$ cat config.mk
export PLATFORM = sky130hd
export DESIGN_NAME = packet_crc32k_generator
export DESIGN_NICKNAME = d
export VERILOG_FILES = /design/src/hdl/pcrc_pkg.sv /design/src/hdl/packet_crc32k_generator.sv /design/src/hdl/pcrc_input_stage.sv /design/src/hdl/pcrc_crc_stage.sv
export SDC_FILE = /design/constraint.sdc
export NUM_CORES = 1
export LEC_CHECK = 0
export BUFFER_PORTS_ARGS = -buffer_cell sky130_fd_sc_hd__buf_4
export CORE_MARGIN = 1
export CORE_UTILIZATION = 64
export DETAILED_ROUTE_END_ITERATION = 10
export PLACE_DENSITY = 0.88
export SYNTH_ARGS = -nofsm -noshare
export SYNTH_HDL_FRONTEND = slang
export SYNTH_SLANG_ARGS = --single-unit
$ cat constraint.sdc
create_clock -name clock -period 9.6 [get_ports clock]
set_input_delay 0.48 -clock clock [delete_from_list [all_inputs] [get_ports clock]]
set_output_delay 0.48 -clock clock [all_outputs]
set_load 0.01 [all_outputs]
$ cat src/hdl/pcrc_pkg.sv
// shared types, item codes and crc-32k functions for the packet crc generator
`default_nettype none

package pcrc_pkg;

   localparam logic [2:0] KIND_REQ_HEADER = 3'd0;
   localparam logic [2:0] KIND_RSP_HEADER = 3'd1;
   localparam logic [2:0] KIND_DATA       = 3'd2;
   localparam logic [2:0] KIND_REQ_TAIL   = 3'd3;
   localparam logic [2:0] KIND_RSP_TAIL   = 3'd4;

   localparam logic [31:0] CRC_POLY = 32'hEB31D82E;
   localparam logic [31:0] CRC_INIT = 32'hFFFFFFFF;

   localparam int REQ_DATA_W = 128;
   localparam int KIND_W     = 3;
   localparam int WORD_W     = 64;
   localparam int CRC_W      = 32;

   typedef struct packed {
      logic                valid;
      logic [KIND_W-1:0]   kind;
      logic [WORD_W-1:0]   word;
   } stage_type;

   function automatic logic [CRC_W-1:0] crc_byte(input logic [CRC_W-1:0] crc,
                                                 input logic [7:0] data_byte);
      logic [CRC_W-1:0] r;
      r = crc ^ {24'd0, data_byte};
      for (int k = 0; k < 8; k++) begin
         if (r[0]) begin
            r = (r >> 1) ^ CRC_POLY;
         end else begin
            r = r >> 1;
         end
      end
      return r;
   endfunction

   function automatic logic [CRC_W-1:0] crc_word(input logic [CRC_W-1:0] crc,
                                                 input logic [WORD_W-1:0] word);
      logic [CRC_W-1:0] r;
      r = crc;
      for (int b = 0; b < 8; b++) begin
         r = crc_byte(r, word[b*8 +: 8]);
      end
      return r;
   endfunction

endpackage

`default_nettype wire

$ cat src/hdl/packet_crc32k_generator.sv
// top level: link packet crc-32k generator over 64-bit words
// a tail is held in the input register, then its crc in the result register (rsp_tvalid)
// throughput: one request per cycle, as the 64-bit crc update is combinational;
// a stalled result holds back a tail in the input register and every request behind it
// synchronous reset clears both stages and loads the running crc with all ones
`default_nettype none

module packet_crc32k_generator
   import pcrc_pkg::*;
(
   input  wire logic                  clock,
   input  wire logic                  reset,
   input  wire logic                  req_tvalid,
   output logic                       req_tready,
   // data_word[63:0] cube_id[66:64] tag[77:67] length[82:78] command[89:83]
   // status_field[96:90] flag_bit[97] retry_count[100:98] seq[103:101]
   // forward_pointer[112:104] return_pointer[121:113] zero[127:122]
   input  wire logic [REQ_DATA_W-1:0] req_tdata,
   // req_type[2:0]
   input  wire logic [KIND_W-1:0]     req_tuser,
   output logic                       rsp_tvalid,
   input  wire logic                  rsp_tready,
   // crc[31:0]
   output logic [CRC_W-1:0]           rsp_tdata
);

   stage_type stage;
   logic      advance;

   pcrc_input_stage u_input (
      .clock      (clock),
      .reset      (reset),
      .req_tvalid (req_tvalid),
      .req_tready (req_tready),
      .req_tdata  (req_tdata),
      .req_tuser  (req_tuser),
      .advance    (advance),
      .stage      (stage)
   );

   pcrc_crc_stage u_crc (
      .clock      (clock),
      .reset      (reset),
      .stage      (stage),
      .advance    (advance),
      .rsp_tvalid (rsp_tvalid),
      .rsp_tready (rsp_tready),
      .rsp_tdata  (rsp_tdata)
   );

endmodule

`default_nettype wire

$ cat src/hdl/pcrc_input_stage.sv
// input register: unpacks a request and forms the 64-bit link word
`default_nettype none

module pcrc_input_stage
   import pcrc_pkg::*;
(
   input  wire logic                  clock,
   input  wire logic                  reset,
   input  wire logic                  req_tvalid,
   output logic                       req_tready,
   input  wire logic [REQ_DATA_W-1:0] req_tdata,
   input  wire logic [KIND_W-1:0]     req_tuser,
   input  wire logic                  advance,
   output stage_type                  stage
);

   stage_type         stage_ff;
   stage_type         stage_in;
   logic [63:0]       data_word;
   logic [2:0]        cube_id;
   logic [10:0]       tag;
   logic [4:0]        length;
   logic [6:0]        command;
   logic [6:0]        status_field;
   logic              flag_bit;
   logic [2:0]        retry_count;
   logic [2:0]        seq;
   logic [8:0]        forward_pointer;
   logic [8:0]        return_pointer;
   logic [63:0]       header_low;
   logic [63:0]       tail_low;
   logic [63:0]       packed_word;

   assign data_word       = req_tdata[63:0];
   assign cube_id         = req_tdata[66:64];
   assign tag             = req_tdata[77:67];
   assign length          = req_tdata[82:78];
   assign command         = req_tdata[89:83];
   assign status_field    = req_tdata[96:90];
   assign flag_bit        = req_tdata[97];
   assign retry_count     = req_tdata[100:98];
   assign seq             = req_tdata[103:101];
   assign forward_pointer = req_tdata[112:104];
   assign return_pointer  = req_tdata[121:113];

   assign req_tready = !stage_ff.valid || advance;
   assign stage      = stage_ff;

   always_comb begin
      header_low = {41'd0, tag, length, command};
      tail_low   = {32'd0, retry_count, 7'd0, flag_bit, seq, forward_pointer,
                    return_pointer};
      case (req_tuser)
         KIND_REQ_HEADER: packed_word = {cube_id, 3'd0, data_word[33:0], 24'd0}
                                        | header_low;
         KIND_RSP_HEADER: packed_word = {cube_id, 19'd0, status_field[2:0], 5'd0,
                                         flag_bit, 33'd0} | header_low;
         KIND_REQ_TAIL:   packed_word = tail_low
                                        | {35'd0, status_field[2:0], 26'd0};
         KIND_RSP_TAIL:   packed_word = tail_low | {35'd0, status_field, 22'd0};
         default:         packed_word = data_word;
      endcase
   end

   always_comb begin
      stage_in       = stage_ff;
      stage_in.valid = stage_ff.valid && !advance;
      if (req_tvalid && req_tready) begin
         stage_in.valid = 1'b1;
         stage_in.kind  = req_tuser;
         stage_in.word  = packed_word;
      end
   end

   always_ff @(posedge clock) begin
      if (reset) begin
         stage_ff.valid <= 1'b0;
      end else begin
         stage_ff.valid <= stage_in.valid;
      end
      stage_ff.kind <= stage_in.kind;
      stage_ff.word <= stage_in.word;
   end

endmodule

`default_nettype wire

$ cat src/hdl/pcrc_crc_stage.sv
// running crc-32k register and result register
`default_nettype none

module pcrc_crc_stage
   import pcrc_pkg::*;
(
   input  wire logic             clock,
   input  wire logic             reset,
   input  wire stage_type        stage,
   output logic                  advance,
   output logic                  rsp_tvalid,
   input  wire logic             rsp_tready,
   output logic [CRC_W-1:0]      rsp_tdata
);

   logic [CRC_W-1:0] running_crc_ff;
   logic [CRC_W-1:0] running_crc_in;
   logic             rsp_valid_ff;
   logic             rsp_valid_in;
   logic [CRC_W-1:0] rsp_data_ff;
   logic [CRC_W-1:0] rsp_data_in;
   logic             is_tail;
   logic             is_known;

   assign is_tail  = (stage.kind == KIND_REQ_TAIL) || (stage.kind == KIND_RSP_TAIL);
   assign is_known = is_tail || (stage.kind == KIND_DATA)
                     || (stage.kind == KIND_REQ_HEADER) || (stage.kind == KIND_RSP_HEADER);
   assign advance  = stage.valid && (!is_tail || !rsp_valid_ff || rsp_tready);

   assign rsp_tvalid = rsp_valid_ff;
   assign rsp_tdata  = rsp_data_ff;

   always_comb begin
      running_crc_in = running_crc_ff;
      rsp_valid_in   = rsp_valid_ff && !rsp_tready;
      rsp_data_in    = rsp_data_ff;
      if (advance) begin
         case (stage.kind)
            KIND_REQ_HEADER,
            KIND_RSP_HEADER: running_crc_in = crc_word(CRC_INIT, stage.word);
            KIND_DATA:       running_crc_in = crc_word(running_crc_ff, stage.word);
            KIND_REQ_TAIL,
            KIND_RSP_TAIL: begin
               rsp_data_in    = ~crc_word(running_crc_ff, stage.word);
               rsp_valid_in   = 1'b1;
               running_crc_in = CRC_INIT;
            end
            default: begin
               running_crc_in = running_crc_ff;
            end
         endcase
      end
   end

   always_ff @(posedge clock) begin
      if (reset) begin
         running_crc_ff <= CRC_INIT;
         rsp_valid_ff   <= 1'b0;
      end else begin
         running_crc_ff <= running_crc_in;
         rsp_valid_ff   <= rsp_valid_in;
      end
      rsp_data_ff <= rsp_data_in;
   end

   a_tail_restarts: assert property (@(posedge clock) disable iff (reset)
      advance && is_tail |=> running_crc_ff == CRC_INIT)
      else $error("crc not restarted after tail");

   a_no_overwrite: assert property (@(posedge clock) disable iff (reset)
      rsp_valid_ff && !rsp_tready && stage.valid && is_tail |-> !advance)
      else $error("pending result overwritten");

   a_unknown_kind_idle: assert property (@(posedge clock) disable iff (reset)
      advance && !is_known |=> $stable(running_crc_ff))
      else $error("unknown item changed crc");

   a_tail_gives_result: assert property (@(posedge clock) disable iff (reset)
      advance && is_tail |=> rsp_valid_ff)
      else $error("tail gave no result");

endmodule

`default_nettype wire

* Yosys cells after proc, flatten, opt, wreduce, memory -nomap -nowiden
Cells that the tools add are included.
** Word-level totals
- Bits of input ports :: 135
- Logic and storage cells :: 828
- Output and inout port bits :: 34
- Register bits :: 133
** Operators by class
- Reductions and logical operators :: 20
- Equal/unequal tests :: 7
- Muxes and demuxes :: 576
- Bitwise operators :: 219
** Operators with widths (number)
- $mux 32 :: 571
- $not 16->17 :: 191
- $xor 32x8->32 :: 22
- $pmux 64 s4 :: 1
- $or 64x23->64 :: 2
- $pmux 32 s3 :: 1
- $mux 68 :: 1
- $or 32x29->32 :: 2
- $not 32->32 :: 1
- $not 8->32 :: 1
- $eq 3x2->1 const B :: 3
- $eq 3x1->1 const B :: 2
- $eq 3x3->1 const B :: 2
- $logic_not 3->1 :: 2
- $logic_not 1->1 :: 5
- $logic_and 1x1->1 :: 4
- $logic_or 1x1->1 :: 4
- $reduce_and 2->1 :: 2
- $reduce_or 2->1 :: 2
- $reduce_bool 3->1 :: 1
- $mux 1 :: 2

* Longest topological paths before layout
Gate-level depths: netlist (run 1).
- Depth after elaboration :: 267
- Depth in mapped cells :: 26
- Gate-level depth less buffers :: 20

* Cells and area by module
From an unflattened synthesis (run 1), not the netlist that was laid out.
** Second synthesis, totals
- Cells, all modules :: 1905
- Area, all modules :: 23916.7 sq um
** By module, submodules not included
- pcrc_crc_stage :: area an instance 20270.7 sq um, cells each 1584, times used 1, sequential area each 1621.6 sq um
- pcrc_input_stage :: area an instance 3646.0 sq um, cells each 321, times used 1, sequential area each 2031.9 sq um

* Least setup slack after synthesis (run 1)
No wires, ideal clock.
- Path kind :: flip-flop to flip-flop
- Start :: register u_input.stage_ff (netlist bit u_input.stage[1])
- End :: register u_crc.running_crc_ff[15]
- Required time :: 9542 ps
- Setup time :: 58 ps
- Slack :: 1427 ps
- Arrival :: 8115 ps
- Period minus slack after synthesis :: 8173 ps
- Stages on the path, launching flop included :: 24
- Buffers on the path :: 3
- Cells stage by stage :: edfxtp_1 > buf_4 > xnor2_2 > xnor3_1 > buf_4 > xor2_4 > xnor3_1 > xnor2_1 > xnor3_2 > xnor2_2 > xnor3_2 > xor3_2 > xnor2_1 > xnor3_1 > buf_4 > xor2_1 > xnor3_2 > xnor2_2 > xnor2_4 > xnor3_2 > xnor2_2 > xor3_2 > a221oi_1 > a211o_1
** On the way
- Word-level cells in the longest chain between the ends :: 231
- Elaborated cells between the ends (all ways) :: 521
- Classes of those cells :: mux: 381; bitwise: 140
** RTL lines
- start, declared :: line pcrc_input_stage.sv:17 : stage_type stage_ff;
- $xor 32x8->32 or $not 8->32 (tied branches)
- $mux 32 :: line pcrc_pkg.sv:31 : if (r[0]) begin
- $mux 32 :: line pcrc_crc_stage.sv:38 : case (stage.kind)
- $mux 32 :: line pcrc_crc_stage.sv:37 : if (advance) begin
- $mux 32 :: line pcrc_pkg.sv:31
- $mux 32 :: line pcrc_crc_stage.sv:38
- $mux 32 :: line pcrc_crc_stage.sv:37
- $not 16->17 (no line) or $mux 32 (tied branches)
- (+215 left out)
- $mux 32 :: line pcrc_crc_stage.sv:37
- $not 16->17 (no line)
- $mux 32 :: line pcrc_pkg.sv:31
- $mux 32 :: line pcrc_crc_stage.sv:38
- $mux 32 :: line pcrc_crc_stage.sv:37
- $not 16->17 (no line)
- $mux 32 :: line pcrc_pkg.sv:31
- $pmux 32 s3 (*) :: line pcrc_crc_stage.sv:38
- end signal, assigned :: line pcrc_crc_stage.sv:60 : running_crc_ff <= running_crc_in;
- end, declared :: line pcrc_crc_stage.sv:16 : logic [CRC_W-1:0] running_crc_ff;
Mark *: on every way between the ends. The rest lies on a longest branch, timed or not. The select of a mux whose other input is x is not followed.
A chain may end at the register's enable or synchronous reset.

* Final worst setup path (run 1)
Ends and elaborated chain as after synthesis.

==> summary.txt, run 1 <==
Outcome
  • Outcome: completed

Worst setup path
  • Worst Path Buf+Inv: 2
  • CP delay by family, top: XOR/XNOR gates
  • Max FO, Critical Path: 8
  • CP Launch Type: flop
  • Worst setup path class: flop to flop
  • CP max-delay cell: xnor3_1
  • Critical path's largest stage delay: 0.66 ns
  • CP most frequent cell: xnor3_2
  • Worst path arrival time: 9.72 ns
  • Data required time of the worst path: 9.99 ns
  • Crit path capture type: flop
  • Worst-path cell chain: xor2_1 > xnor3_2 > xnor2_1 > xnor3_2 > xnor3_1 > xnor3_2 > xnor2_2 > xnor3_2 > xor3_2 > buf_4 > xor2_2 > xnor2_4 > xnor3_1 > xnor3_1 > buf_4 > xnor2_2 > xnor3_1 > xnor3_2 > xnor2_2 > xor3_2 > a221oi_1 > a211o_1

STA
  • Endpoints failing setup: 0
  • Layout Skew: 0.0129 ns
  • Hold slack: 0.291 ns
  • Slew @ Worst Pin: 1.29 ns
  • Post-route clock period utilization: 97.3%
  • Tmin final: 9.34 ns
  • RSZ-0062 raised after global routing: no
  • Slew HR: 13.7%
  • Setup TNS: 0 ns
  • Max Fclk: 0.107 GHz
  • Slew Viols, Final: 0
  • Final hold viol count: 0

Finish
  • Area grow syn2layout: 12.0%
  • NumNets Final: 2241
  • Layout cells sized above 1: 20.2%

Clock network
  • # Post-CTS Setup Buffers: 0
  • Clock Path Buffers: 2
  • Clk_lat worst skew: 0.45 ns
  • Clock sinks: 133
  • CTS clk-pin slew, worst paths: 0.07 ns
  • Root buffer cell: clkbuf_16
  • CTS tree: yes
  • Number of CTS-inserted buffers: 17
  • H-tree depth: 4

Logic synthesis
  • Syn avg cell area: 12.5 µm²
  • Top post-synthesis cells by area: xnor2_1 (27%), xnor3_1 (25%), edfxtp_1 (13%)
  • EDFF count, synth: 99
  • Top cell type's share of synthesized area: 27.0%
  • Cell count after synthesis: 1896
  • Syn. warnings: 0
  • Synth cell count leaders: xnor2_1 (731), xnor3_1 (268), xor2_1 (211), edfxtp_1 (99)
  • Netlist Area Pre-Place: 23700 µm²
  • Post-synthesis cell type count: 39
  • Synth area leader: xnor2_1
  • Sequential-to-total area share from yosys stat: 15.4%
  • Most common cell in the netlist: xnor2_1
  • Ys flop type: edfxtp_1
  • Mapped Nets: 2031
  • Asr flop ratio synth: 0%
  • Flops & latches, synth: 133

GRT
  • Global-route wire length before repair: 99.9 mm
  • Tot GR Track Use: 36.3%
  • Vias in the first global route: 15873
  • Largest net degree at the start of global routing: 68
  • Initial antenna violation count: 2
  • GRT Residual Overflow: 0

Drt
  • Via count: 15599
  • Final WL: 67.7 mm
  • Final ANT Viol Nets: 0
  • Wirelength per Cell: 26.1 µm
  • Initial DRC count: 1509
  • DRT Pass-1 Iters: 5
  • Vias per std cell: 6.03
  • # DRC: 0

Job
  • Max cap viols: 0

Die
  • Die Ht: 194 µm
  • Number of cell rows: 70
  • Chip width: 194 µm
  • Ports: 169
  • Die Area: 37800 µm²
  • Starting Density: 64.9%
  • Core ar.: 36500 µm²

Placement
  • Hpwl dp: 56.6 mm
  • GPL Wtd Cong: 1.04
  • Port Buffer Count: 162

Min path
  • Min-delay worst type: input pin to flop
==> cell families (layout without fill, tap and decap cells) <==
| family | Yosys count | in the layout | share of synthesized area [%] |
|---|---|---|---|
| xor gates and xnor gates | 1371 | 1371 | 74.7 |
| other | 0 | 2 | 0 |
| and+or+nand+nor | 86 | 86 | 1.53 |
| AOI/OAI and AO/OA | 213 | 213 | 6.25 |
| muxes | 11 | 11 | 0.464 |
| buffers and inverters | 82 | 305 | 1.67 |
| DFF | 133 | 133 | 15.4 |
==> layout by cell type (no fill, tap or decap), drive strengths merged, types with 3 or more instances in the layout <==
master and count:
a21oi 56, nor2b 5, xnor2 793, clkbuf 21
xor3 49, inv 14, edfxtp 99, mux2i 11
nand2b 3, a22o 25, o21ai 11, xor2 234
nor2 56, and2 4, nand2 15, dfxtp 34
a211o 30, a221oi 30, clkinv 6, o22ai 51
buf 264, o221ai 3, xnor3 295
==> path summary, 6_finish.rpt <==
kind	start	to	slack (ns)	cells after the start
worst max register to register	u_input.stage[1]	u_crc.running_crc_ff[15]	0.26	22
worst max-delay path	u_input.stage[1]	u_crc.running_crc_ff[15]	0.26	22
worst min-delay path	req_tvalid	u_input.stage[67]	0.29	3
worst min register to register	u_crc.running_crc_ff[13]	u_crc.running_crc_ff[13]	0.51	1
==> worst reg2reg max path: cells and delay by family, from the launching register on <==
family | cells | cell delay [ns]
AOI/OAI and AO/OA | 2 | 0.48
xor gates and xnor gates | 18 | 7.86
buffers and inverters | 2 | 0.38
DFF | 1 | 0.59
==> registers in the layout, summed over array words and instances (netlist names) <==
signal and flops:
u_input.stage 68, u_crc.rsp_tdata 32, u_crc.rsp_tvalid 1, u_crc.running_crc_ff 32
==> final cells by class <==
class / instances / area, µm²
Clock buffer: 21 / 514
Sequential cell: 133 / 3650
Antenna cell: 2 / 5.00
Tap cell: 468 / 586
Inverter: 9 / 33.8
Clock inverter: 11 / 81.3
Multi-Input combinational cell: 1681 / 19700
Fill cell: 2468 / 9970
Timing Repair Buffer: 264 / 1980
==> what timing repair did <==
action                     CTS  global route
hold buffers                 0             0
hold endpoints to repair     0             0
resized for setup            0             3
setup endpoints to repair    0            10
==> through the flow <==
stage	setup slack (ns)	util, %	area (µm²)	std cells
finish	0.262	72.7	26500	2589
global route	0.0303	72.7	26500	2589
CTS	0.173	72.6	26500	2587
detailed placement	0.226	71.0	25900	2555
global placement	0.337	71.0	25900	2555
floorplan	1.43	-	23700	1896
==> per-layer routing <==
metal  vias up  GRT usage, %  routed length (µm)
met2       890          60.1               32100
met1      7655          47.3               26900
met4         0          16.3                3200
met3       131          5.50                5460
li1       6923             -                   -
met5         -             0                   0
Power of run 1 is not shown: default switching activity piles up to over one toggle a cycle in this logic, so the estimate is an artifact.
==> inputs of run 2 (changes only) <==
- ABC_AREA: default -> 1
- GPL_TIMING_DRIVEN: default -> 0
==> run 2 against run 1 <==
Net effect:
- the run now fails in 5_1_grt
- synthesized cell count grew 90%
- synthesized area is 10% higher
==> summary.txt, run 2 <==
Clock network
  • Clock Path Buffers: 2
  • Number of CTS-inserted buffers: 17
  • H-tree depth: 4
  • Root buffer cell: clkbuf_16
  • Clock sinks: 133

Logic synthesis
  • Asr flop ratio synth: 0%
  • Mapped Nets: 3739
  • Netlist Area Pre-Place: 26200 µm²
  • EDFF count, synth: 99
  • Syn avg cell area: 7.26 µm²
  • Synth area leader: xor2_1
  • Cell count after synthesis: 3604
  • Post-synthesis cell type count: 56
  • Syn. warnings: 0
  • Sequential-to-total area share from yosys stat: 14.0%
  • Synth cell count leaders: nand2_1 (852), xor2_1 (623), nand3_1 (448), nand2_2 (351), inv_1 (281)
  • Flops & latches, synth: 133
  • Most common cell in the netlist: nand2_1
  • Top post-synthesis cells by area: xor2_1 (21%), nand2_1 (12%), edfxtp_1 (11%)
  • Top cell type's share of synthesized area: 20.8%
  • Ys flop type: edfxtp_1

Placement
  • GPL Wtd Cong: 1.04
  • Port Buffer Count: 162
  • Post-Place Cell Area: 28000 µm²
  • Hpwl dp: 70.5 mm
  • Worst slack, placed: -1.13 ns

STA
  • Worst EP Category: register data pin
  • Worst endpoint after global-route timing repair: u_crc.running_crc_ff[5]$_SDFFE_PP1P_/D

Die
  • Ports: 169
  • Starting Density: 65.4%
  • Number of cell rows: 73
  • Die Ht: 204 µm
  • Chip width: 204 µm

Outcome
  • Error message: [ERROR DPL-0038] Utilization greater than 100%, impossible to legalize
  • Fail Step: 5_1_grt
  • Outcome: stopped before the end

GRT
  • Largest net degree at the start of global routing: 68
-- run 2: kinds of logic after synthesis --
logic type	after synthesis	share of synthesized area [%]
DFF	133	14.0
xor gates and xnor gates	862	30.2
and+or+nand+nor	2065	45.5
AOI/OAI and AO/OA	146	3.40
buffers and inverters	398	6.90
-- run 2: repair_timing --
item,CTS
hold buffers,0
resized for setup,358
gates cloned,7
pin swaps,152
setup endpoints to repair,63
setup buffers,189
-- run 2: per-stage QoR --
| stage | instances | utilization (%) |
|---|---|---|
| after floorplan | 3604 | - |
| after detailed placement | 4291 | 70.1 |
| after global placement | 4291 | 70.1 |
| after CTS | 4519 | 80.3 |
==> inputs of run 3 (changes only) <==
- CORE_UTILIZATION: 64 -> 40
- PLACE_DENSITY: 0.88 -> default
- PLACE_DENSITY_LB_ADDON: default -> 0.15
==> run 3 against run 2 <==
Net effect:
- the flow now finishes, with violations (setup timing)
- synthesized cell count stayed put
- synthesized area stayed put
==> summary.txt, run 3 <==
Outcome
  • Outcome: finished with violations
  • Failing checks: setup timing

Logic synthesis
  • Netlist Area Pre-Place: 26200 µm²
  • EDFF count, synth: 99
  • Post-synthesis cell type count: 56
  • Flops & latches, synth: 133
  • Top cell type's share of synthesized area: 20.8%
  • Ys flop type: edfxtp_1
  • Syn avg cell area: 7.26 µm²
  • Asr flop ratio synth: 0%
  • Synth area leader: xor2_1
  • Most common cell in the netlist: nand2_1
  • Top post-synthesis cells by area: xor2_1 (21%), nand2_1 (12%), edfxtp_1 (11%)
  • Sequential-to-total area share from yosys stat: 14.0%
  • Cell count after synthesis: 3604
  • Syn. warnings: 0
  • Mapped Nets: 3739
  • Synth cell count leaders: nand2_1 (852), xor2_1 (623), nand3_1 (448), nand2_2 (351), inv_1 (281)

Placement
  • Worst slack, placed: -1.31 ns
  • GPL Wtd Cong: 0.989
  • Port Buffer Count: 162
  • Hpwl dp: 77.3 mm

Finish
  • Largest register FFs: 68
  • Layout cells sized above 1: 50.4%
  • ANT cells: 0
  • Area grow syn2layout: 50.3%
  • NumNets Final: 4432
  • Commonest non-fill, non-tap cell in the layout: buf_4
  • Commonest cells after routing, fill and taps aside: buf_4 (624), nand2_1 (564), xor2_1 (563)

Worst setup path
  • CP Launch Type: flop
  • CP most frequent cell: nand2_4
  • Critical path's largest stage delay: 0.62 ns
  • Worst r2r src: u_input.stage[2]
  • Data required time of the worst path: 9.96 ns
  • CP max-delay cell: xor2_1
  • Origin of the worst setup path: u_input.stage[2]
  • Worst setup path class: flop to flop
  • Crit path capture type: flop
  • R2R Setup Slk: -0.32 ns
  • Max FO, Critical Path: 7
  • Worst path arrival time: 10.28 ns

Drt
  • # DRC: 0
  • Initial DRC count: 1704
  • Final WL: 104 mm
  • Wirelength per Cell: 20.1 µm
  • Via count: 26696
  • Vias per std cell: 5.17
  • DRT Pass-1 Iters: 5
  • Final ANT Viol Nets: 0

STA
  • Max Fclk: 0.101 GHz
  • Layout Skew: 0.0288 ns
  • Post-route clock period utilization: 103%
  • Slew Viols, Final: 0
  • Final worst slack: -0.320 ns
  • Endpoints failing setup: 42
  • Tmin final: 9.92 ns
  • Slew HR: 17.0%
  • Final hold viol count: 0
  • RSZ-0062 raised after global routing: yes
  • Slew @ Worst Pin: 1.24 ns

Clock network
  • H-tree depth: 4
  • Root buffer cell: clkbuf_16
  • CTS tree: yes
  • CTS clk-pin slew, worst paths: 0.06 ns
  • Clk_lat worst skew: 0.49 ns
  • Clock sinks: 133
  • Clock Path Buffers: 2
  • Number of CTS-inserted buffers: 17

Min path
  • Min-delay worst type: input pin to flop
  • Hold path startpoint: req_tuser[2]

GRT
  • Initial antenna violation count: 0
  • Vias in the first global route: 23940
  • GRT Residual Overflow: 0
  • Tot GR Track Use: 27.8%
  • Largest net degree at the start of global routing: 65
  • Global-route wire length before repair: 140 mm

Die
  • Die Ht: 258 µm
  • Chip width: 258 µm
  • Ports: 169
  • Core ar.: 64600 µm²
  • Die Area: 66500 µm²
  • Number of cell rows: 93
  • Starting Density: 40.5%

Job
  • Max cap viols: 0
## run 3: cell counts after synthesis
No cell type changed its count.
## run 3: path summary, 6_finish.rpt
check | cells past startpoint | end
worst max-delay path | 75 | u_crc.running_crc_ff[0]
worst min-delay path | 1 | u_input.stage[66]
worst max register to register | 75 | u_crc.running_crc_ff[0]
worst min register to register | 2 | u_crc.running_crc_ff[19]
## run 3: per-layer routing
layer | vias up | track usage (%) | wire length [µm] | share of wire, %
met5 | - | 0 | 0 | 0
met1 | 12775 | 34.5 | 41700 | 40
met3 | 224 | 3.08 | 5300 | 5.1
li1 | 12794 | - | - | -
met2 | 903 | 49.2 | 51900 | 50
met4 | 0 | 9.89 | 4810 | 4.6
## run 3: through the flow
step / hold WS [ns] / util [%] / TNS (ns) / area (µm²) / std cells
CTS: 0.208 / 50.0 / -0.0435 / 32300 / 4845
global route: 0.224 / 60.9 / -28.83 / 39400 / 5163
floorplan: 0.456 / - / 0 / 26200 / 3604
detailed placement: 0.486 / 44.1 / -55.36 / 28500 / 4622
finish: 0.236 / 60.9 / -4.73 / 39400 / 5163
global placement: 0.483 / 44.1 / -53.42 / 28500 / 4621
## run 3: area by class of cell
class / instances / area [µm²]
plain buffers: 42 / 453
clock buffers: 20 / 437
clock inverters: 10 / 110
fillers: 5447 / 25200
inverters: 356 / 1470
multi-input cells: 3074 / 26600
flip-flops and latches: 133 / 3650
well taps: 855 / 1070
repair buffers: 672 / 5530
repair inverters: 1 / 7.51
## run 3: repair_timing
action | in CTS | in global routing
hold buffers | 0 | 0
endpoints found under the hold margin | 0 | 0
buffers inserted | 190 | 313
gates cloned | 3 | 5
pin swaps | 123 | 397
endpoints found under the setup margin | 63 | 63
resized for setup | 321 | 899
## run 3: critical path, delay by kind of cell (launching register included)
kind,cells,cell delay [ns]
xor gates and xnor gates,7,2.10
buffers and inverters,14,1.79
DFF,1,0.51
and+or+nand+nor,54,5.30
## run 3: kinds of logic (layout without fill, tap and decap cells)
family	count (synthesis)	count (layout)	share of synthesized area (%)
XOR/XNOR	862	862	30.2
flip-flops	133	133	14.0
AO/OA/AOI/OAI	146	146	3.40
buffers and inverters	398	1101	6.90
AND/OR/NAND/NOR	2065	2066	45.5
Power of run 3 is left out for the same reason.
==> inputs of run 4 (changes only) <==
- clock period: 9.6 -> 12.6 ns (I/O delays scaled with it)
==> run 4 against run 3 <==
Net effect:
- the flow now finishes without violations
- worst setup slack gained 1.8 ns
- critical path depth grew 1
- first-iteration DRC count shrank 17%
- worst hold slack gained 0.15 ns
- utilization shrank 16 points
- highest routed layer unchanged
- cell area shrank 26%
- sequential share of layout area grew 3.3 points
- non-clock buffer count shrank 509
- critical path type unchanged
- final cell count shrank 9.9%
- maximum frequency shrank 10%
==> summary.txt, run 4 (synthesis gave the netlist of run 3 again) <==
Drt
  • DRT Pass-1 Iters: 7
  • Wirelength per Cell: 19.2 µm
  • Initial DRC count: 1417
  • Final ANT Viol Nets: 0
  • Final WL: 89.3 mm
  • Vias per std cell: 4.99
  • Via count: 23224
  • # DRC: 0

Min path
  • Min-delay worst type: input pin to flop

GRT
  • Vias in the first global route: 22417
  • Gr busiest metal: met2
  • Global-route wire length before repair: 134 mm
  • GRT met1 Usage: 33.9%
  • Initial antenna violation count: 1
  • Largest net degree at the start of global routing: 65
  • GRT Residual Overflow: 0
  • Global-route track usage on met2: 47.1%
  • Tot GR Track Use: 26.7%
  • Met3 usage: 2.84%

Die
  • Die Ht: 258 µm
  • Chip width: 258 µm
  • Die Area: 66500 µm²
  • Starting Density: 40.5%
  • Core ar.: 64600 µm²
  • Ports: 169
  • Number of cell rows: 93

Worst setup path
  • Crit path capture type: flop
  • Data required time of the worst path: 13.01 ns
  • CP max-delay cell: xnor2_1
  • Worst Path Buf+Inv: 6
  • CP delay by family, top: simple AND/OR/NAND/NOR gates
  • Worst path arrival time: 11.49 ns
  • CP most frequent cell: nand2_1
  • CP Launch Type: flop
  • Worst setup path class: flop to flop
  • Critical path's largest stage delay: 0.58 ns
  • Max FO, Critical Path: 10

Placement
  • GPL Wtd Cong: 0.989
  • Hpwl dp: 77.3 mm
  • Placed cells: 4622
  • Port Buffer Count: 162

STA
  • Endpoints failing setup: 0
  • Layout Skew: 0.0257 ns
  • Setup TNS: 0 ns
  • Post-route clock period utilization: 87.9%
  • Slew HR: 18.6%
  • Slew Viols, Final: 0
  • Final hold viol count: 0
  • Max Fclk: 0.0903 GHz
  • RSZ-0062 raised after global routing: no
  • Slew @ Worst Pin: 1.22 ns
  • Tmin final: 11.07 ns
  • Hold slack: 0.386 ns

Clock network
  • CTS clk-pin slew, worst paths: 0.06 ns
  • Post-CTS sizing: 0
  • # Post-CTS Setup Buffers: 0
  • Cts hold-fix bufs: 0
  • Clk_lat worst skew: 0.49 ns
  • Clock sinks: 133
  • CTS tree: yes
  • H-tree depth: 4
  • Clock Path Buffers: 2
  • Number of CTS-inserted buffers: 17
  • Root buffer cell: clkbuf_16

Finish
  • Finished Layout Cells: 4652
  • Largest register FFs: 68
  • Area grow syn2layout: 10.9%
  • Layout cells sized above 1: 26.9%
  • Sequential cell area: 3650 µm²
  • Fillers: 6806
  • Commonest cells after routing, fill and taps aside: nand2_1 (852), xor2_1 (623), nand3_1 (448)
  • Multi-input logic area: 20700 µm²
  • NumNets Final: 3921
  • ANT cells: 0
  • Commonest non-fill, non-tap cell in the layout: nand2_1

Job
  • Max cap viols: 0

Outcome
  • Outcome: completed
## run 4: metal layers
layer	up-vias	part of all wire, %
li1	11779	-
met1	10789	44
met2	553	49
met3	103	4.3
met4	0	2.9
met5	-	0
## run 4: worst paths after layout
path,startpoint,end,slack [ns],cells past startpoint
setup / recovery,u_input.stage[1],u_crc.running_crc_ff[1],1.53,76
hold / removal,req_tuser[2],u_input.stage[66],0.39,1
setup reg to reg,u_input.stage[1],u_crc.running_crc_ff[1],1.53,76
hold reg to reg,u_crc.running_crc_ff[19],u_crc.running_crc_ff[19],0.50,2
## run 4: final cells by class
type	count	share of cell area, %
buffer	42	1.45
clock buffer	20	1.50
clock inverter	10	0.379
inverter	356	4.78
multi-input combinational	3073	71.3
sequential	133	12.6
tap	855	3.68
timing repair buffer	163	4.28
## run 4: metrics by stage
stage	setup WS (ns)	instance area (µm²)	utilization (%)
final	1.53	29000	45.0
after global routing	0.581	29000	45.0
after CTS	1.65	29000	45.0
after detailed placement	1.69	28500	44.1
after global placement	1.75	28500	44.1
after floorplan	3.83	26200	-
## run 4: worst reg2reg max path, delay by kind of cell (launching register included)
kind                      cells  cell delay (ns)
buffers and inverters         6             0.85
and+or+nand+nor              66             8.08
DFF                           1             0.47
xor gates and xnor gates      4             1.60
Power of run 4 is left out for the same reason.
